File: config.mk
export PLATFORM = sky130hd
export DESIGN_NAME = krt_mac
export DESIGN_NICKNAME = d
export VERILOG_FILES = /design/src/rtl/core/krt_pkg.sv /design/src/rtl/core/krt_mac.sv
export SDC_FILE = /design/constraint.sdc
export NUM_CORES = 2
export LEC_CHECK = 0
export BUFFER_PORTS_ARGS = -buffer_cell sky130_fd_sc_hd__buf_2
export CAP_MARGIN = 10
export CELL_PAD_IN_SITES_DETAIL_PLACEMENT = 1
export CELL_PAD_IN_SITES_GLOBAL_PLACEMENT = 2
export CORE_UTILIZATION = 25
export CTS_BUF_LIST = sky130_fd_sc_hd__clkbuf_16
export DETAILED_ROUTE_END_ITERATION = 8
export PLACE_DENSITY = 0.62
export SYNTH_ARGS = -nofsm -noshare
export SYNTH_HDL_FRONTEND = slang
export SYNTH_SLANG_ARGS = --single-unit
File: constraint.sdc
create_clock -name clk -period 5.8 [get_ports clk]
set_input_delay 0.87 -clock clk [delete_from_list [all_inputs] [get_ports clk]]
set_output_delay 0.87 -clock clk [all_outputs]
set_load 0.01 [all_outputs]
File: src/rtl/core/krt_pkg.sv
// Shared types, codes and helpers for the keyed record table.
package krt_pkg;

	localparam int unsigned CAPACITY_DEF = 128;

	typedef enum logic [2:0] {
		CMD_APPEND = 3'd0,
		CMD_FIND   = 3'd1,
		CMD_SETQ   = 3'd2,
		CMD_DELETE = 3'd3,
		CMD_TOTAL  = 3'd4
	} cmd_e;

	typedef enum logic [1:0] {
		STAT_OK   = 2'd0,
		STAT_FULL = 2'd1,
		STAT_MISS = 2'd2
	} status_e;

	typedef enum logic [1:0] {
		ST_IDLE,
		ST_SCAN,
		ST_SHIFT,
		ST_TOTAL
	} state_e;

	typedef struct packed {
		logic [2:0]         cmd;
		logic signed [31:0] key;
		logic signed [31:0] price;
		logic signed [31:0] quantity;
	} request_t;

	typedef struct packed {
		logic [1:0]         status;
		logic [6:0]         position;
		logic signed [31:0] found_price;
		logic signed [31:0] found_quantity;
		logic signed [63:0] total_value;
		logic [7:0]         used_entries;
	} result_t;

	typedef struct packed {
		logic signed [31:0] key;
		logic signed [31:0] price;
		logic signed [31:0] quantity;
	} rec_t;

	function automatic logic [6:0] pos7(logic [31:0] v);
		return v[6:0];
	endfunction

	function automatic logic [7:0] used8(logic [31:0] v);
		return v[7:0];
	endfunction

endpackage

File: src/rtl/core/krt_mac.sv
// Multiply and saturating accumulate unit for the table total.
module krt_mac
	import krt_pkg::*;
(
	input  logic               clk,
	input  logic               arst_n,
	input  logic               clr,
	input  logic               in_valid,
	input  logic signed [31:0] price,
	input  logic signed [31:0] quantity,
	output logic               busy,
	output logic signed [63:0] acc
);

	localparam logic signed [63:0] SAT_MAX = {1'b0, {63{1'b1}}};
	localparam logic signed [63:0] SAT_MIN = {1'b1, {63{1'b0}}};

	logic signed [63:0] prod_s1;
	logic               pvalid_s1;
	logic signed [63:0] acc_q;
	logic signed [63:0] sum;
	logic               ovf;

	always_ff @(posedge clk or negedge arst_n) begin
		if (!arst_n) begin
			pvalid_s1 <= 1'b0;
		end else begin
			pvalid_s1 <= in_valid && !clr;
		end
	end

	always_ff @(posedge clk) begin
		prod_s1 <= 64'(price) * 64'(quantity);
	end

	assign sum = acc_q + prod_s1;
	assign ovf = (acc_q[63] == prod_s1[63]) && (sum[63] != acc_q[63]);

	always_ff @(posedge clk) begin
		if (clr) begin
			acc_q <= '0;
		end else if (pvalid_s1) begin
			// clamp at the signed limits, direction from the addend
			acc_q <= ovf ? (prod_s1[63] ? SAT_MIN : SAT_MAX) : sum;
		end
	end

	assign busy = pvalid_s1;
	assign acc  = acc_q;

endmodule

==> summary.md <==
| Metric | Value |
|---|---|
| CP required | `6140 ps` |
| Worst reg2reg path depth | `18` |
| RSZ-0062 raised after global routing | `yes` |
| Async SR Flop Fraction | `0.775%` |
| Clk sink count | `129` |
| Post-route setup slack | `-1740 ps` |
| Antenna Nets Post-Route | `0` |
| # DRC | `0` |
| Via count | `33,130` |
| Post-synth net total | `6,170` |
| Initial Utilization | `25.3%` |
| Ports | `133` |
| Outcome | `finished, violations left` |
| Reg2reg setup slack | `710 ps` |
| Ys Warns | `0` |
| R2r endpoint | `acc[58]$_SDFFE_PP0P_` |
| Fin crit share | `130%` |
| # hold bufs at CTS | `0` |
| Vias/cell | `4.38` |
| Relative slew slack | `45.5%` |
| Drt pass-1 iters | `5` |
| First-pass GRT wire length | `224,000 µm` |
| Initial antenna violation count | `3` |
| # nets final | `6,632` |
| Min Tclk post-route | `7540 ps` |
| Setup Viol. Count Final | `51` |
| Fmax | `133 MHz` |
| GRT Total Usage | `16.5%` |
| Post-synth EDFFs | `0` |
| Final hold violation count | `0` |
| Synth unique cells | `89` |
| # rows | `152` |
| Port Buffers | `132` |
| CP Launch Point | `price[13]` |
| Slew Limit Fails | `0` |
| Clock Tree Root | `clkbuf_16` |
| Clock transition at path regs | `60 ps` |
| Die X | `419 µm` |
| Crit. End Element | `flop` |
| Iter 0 DRT Violations | `1,170` |
| Area Growth Syn to Fin | `24.5%` |
| Fillcell total | `19,981` |
| CTS Buf Count | `17` |
| Cells after synthesis | `4,771` |
| Die Y | `419 µm` |
| Failing checks | `negative setup slack` |
| Hold/Removal Path Class | `in -> async` |
| Share of cells above drive strength 1 | `21.4%` |
| H-tree levels | `4` |
| Grt total ovfl | `0` |
| Setup crit end | `prod_s1[61]$_DFF_P_` |
| Clk_skew | `11.1 ps` |
| DR WL/cell | `19.1 µm` |
| HPWL after detailed placement | `127,000 µm` |
| CTS tree | `done` |
| Setup tns final | `-60,980 ps` |
| Post-synthesis sequential area ratio | `5.94%` |
| Post-synthesis register bit count | `129` |
| Routability cong. | `0.817` |
| Largest fanout on the critical path | `7` |
| Worst-Skew Late Latency | `440 ps` |
| Clock buffer depth | `2` |
| Ys flop type | `dfxtp_1` |
| Mean Syn Cell Area | `9.13 µm²` |
| Largest net degree at the start of global routing | `67` |
| Worst r2r src | `acc[6]$_SDFFE_PP0P_` |
| Critical path type | `in -> reg` |
| Core area | `0.172 mm²` |
| Synthesized cell area | `0.0436 mm²` |
| Max-cap violations | `0` |
| Crit start category | `primary input` |
| Least-Margin Pin Slew | `817 ps` |
| DIE AREA | `0.176 mm²` |
| Number of global-route vias before repair | `38,071` |
| CP arrival | `7880 ps` |
| DRT Wirelength | `145,000 µm` |
## critical path: stages
cell and delay [ps]:
buf_16 120, buf_12 140, and2_4 130, fa_1 540
fa_1 430, fa_1 490, inv_1 50, fa_1 490
inv_2 40, fa_1 510, inv_2 40, fa_1 530
inv_1 50, fa_1 480, inv_1 50, fa_1 490
inv_2 50, ha_4 270, nand4_1 170, or4_4 550
a21oi_4 200, o2111ai_4 180, and4_4 190, or3_4 370
a21oi_4 150, a21oi_2 90, o21a_1 180
## repair_timing
action                                  CTS  global route
setup buffers                            31            35
gates cloned                              3             5
pin swaps                                64           148
endpoints found under the setup margin   53            53
resized for setup                       260           254
## cells in the mapped netlist (3+ instances only)
master	count	share of area, %
xor2_1	45	0.90
o31ai_1	6	0.10
o41ai_1	4	0.080
a21o_1	65	1.1
nor3_1	68	0.78
a41oi_1	7	0.14
o221ai_1	3	0.060
a21o_2	3	0.060
o21ai_0	90	1.0
a31oi_1	12	0.17
ha_1	247	7.1
a21oi_1	175	2.0
nand4_1	36	0.52
o21bai_1	17	0.29
nand3_1	25	0.29
nor4_1	6	0.086
a21boi_0	3	0.052
fa_1	1084	50
a21oi_2	7	0.14
dfxtp_1	128	5.9
buf_2	14	0.16
o21ai_1	4	0.046
xnor2_1	77	1.5
mux2i_1	4	0.092
nor2b_1	14	0.20
o21a_1	11	0.19
or3_1	6	0.086
and2_1	525	7.5
clkbuf_1	230	2.0
a31o_2	6	0.12
a211oi_1	12	0.21
nor2_1	153	1.3
buf_4	6	0.10
nand2b_1	14	0.20
inv_1	992	8.5
o211ai_1	16	0.28
and3_1	12	0.17
nand2_1	576	5.0
## layout by cell type (no fill, tap or decap), types with 22 or more instances in the layout
cell,instances
fa_1,1014
inv_1,937
nand2_1,551
and2_1,482
buf_4,453
ha_1,207
nor2_1,142
a21oi_1,137
dfxtp_1,128
buf_2,79
o21ai_0,71
fa_2,70
buf_6,69
buf_12,66
a21o_1,65
xnor2_1,65
nor3_1,63
inv_2,52
xor2_1,43
and2_4,42
ha_4,39
a21oi_2,36
nand4_1,36
clkbuf_16,22
## worst min-delay path by stage
stage,startpoint,to
finish,arst_n,busy$_DFF_PN0_
global route,arst_n,busy$_DFF_PN0_
CTS,arst_n,busy$_DFF_PN0_
detailed placement,acc[13]$_SDFFE_PP0P_,acc[13]$_SDFFE_PP0P_
global placement,acc[13]$_SDFFE_PP0P_,acc[13]$_SDFFE_PP0P_
floorplan,acc[10]$_SDFFE_PP0P_,acc[10]$_SDFFE_PP0P_
## flip-flops by register name, indices dropped and copies added, names as in the netlist
| register | flops |
|---|---|
| acc | 64 |
| busy | 1 |
| prod_s1 | 64 |
## layout make-up
| class | instances | area (µm²) | area share, % |
|---|---|---|---|
| repair buffers | 698 | 6440 | 11.9 |
| clock buffers | 17 | 425 | 0.784 |
| flip-flops and latches | 129 | 2590 | 4.77 |
| well taps | 2310 | 2890 | 5.33 |
| inverters | 993 | 3740 | 6.89 |
| clock inverters | 14 | 189 | 0.348 |
| diodes | 3 | 7.51 | 0.0138 |
| multi-input cells | 3394 | 38000 | 70.0 |
## metal layers
metal	wire length (µm)	part of all wire, %	global-route usage [%]	up-vias
met1	62900	44	20.9	17605
met2	78300	54	31.4	241
met3	1610	1.1	0.706	76
li1	-	-	-	15206
met4	1710	1.2	2.11	2
met5	13	0.0090	0	-
## cell families after synthesis
| group | share of synthesized area (%) |
|---|---|
| compound gates | 7.16 |
| xor+xnor | 2.45 |
| fa+ha+maj | 56.9 |
| buf+inv | 10.9 |
| flops | 5.94 |
| mux | 0.118 |
| simple gates | 16.5 |
## through the flow
stage	hold slack, ps	utilization [%]	setup WS (ps)	cells	cell area, µm²
after floorplan	509	-	-2100	4771	44600
after global placement	489	29.6	-2570	7455	51000
after detailed placement	497	29.6	-2630	7455	51000
after CTS	151	30.7	-1720	7520	52900
after global routing	145	31.5	-1910	7555	54200
final	185	31.5	-1740	7558	54200
Power is not shown: default switching activity piles up to over one toggle a cycle in this logic, so the estimate is an artifact.
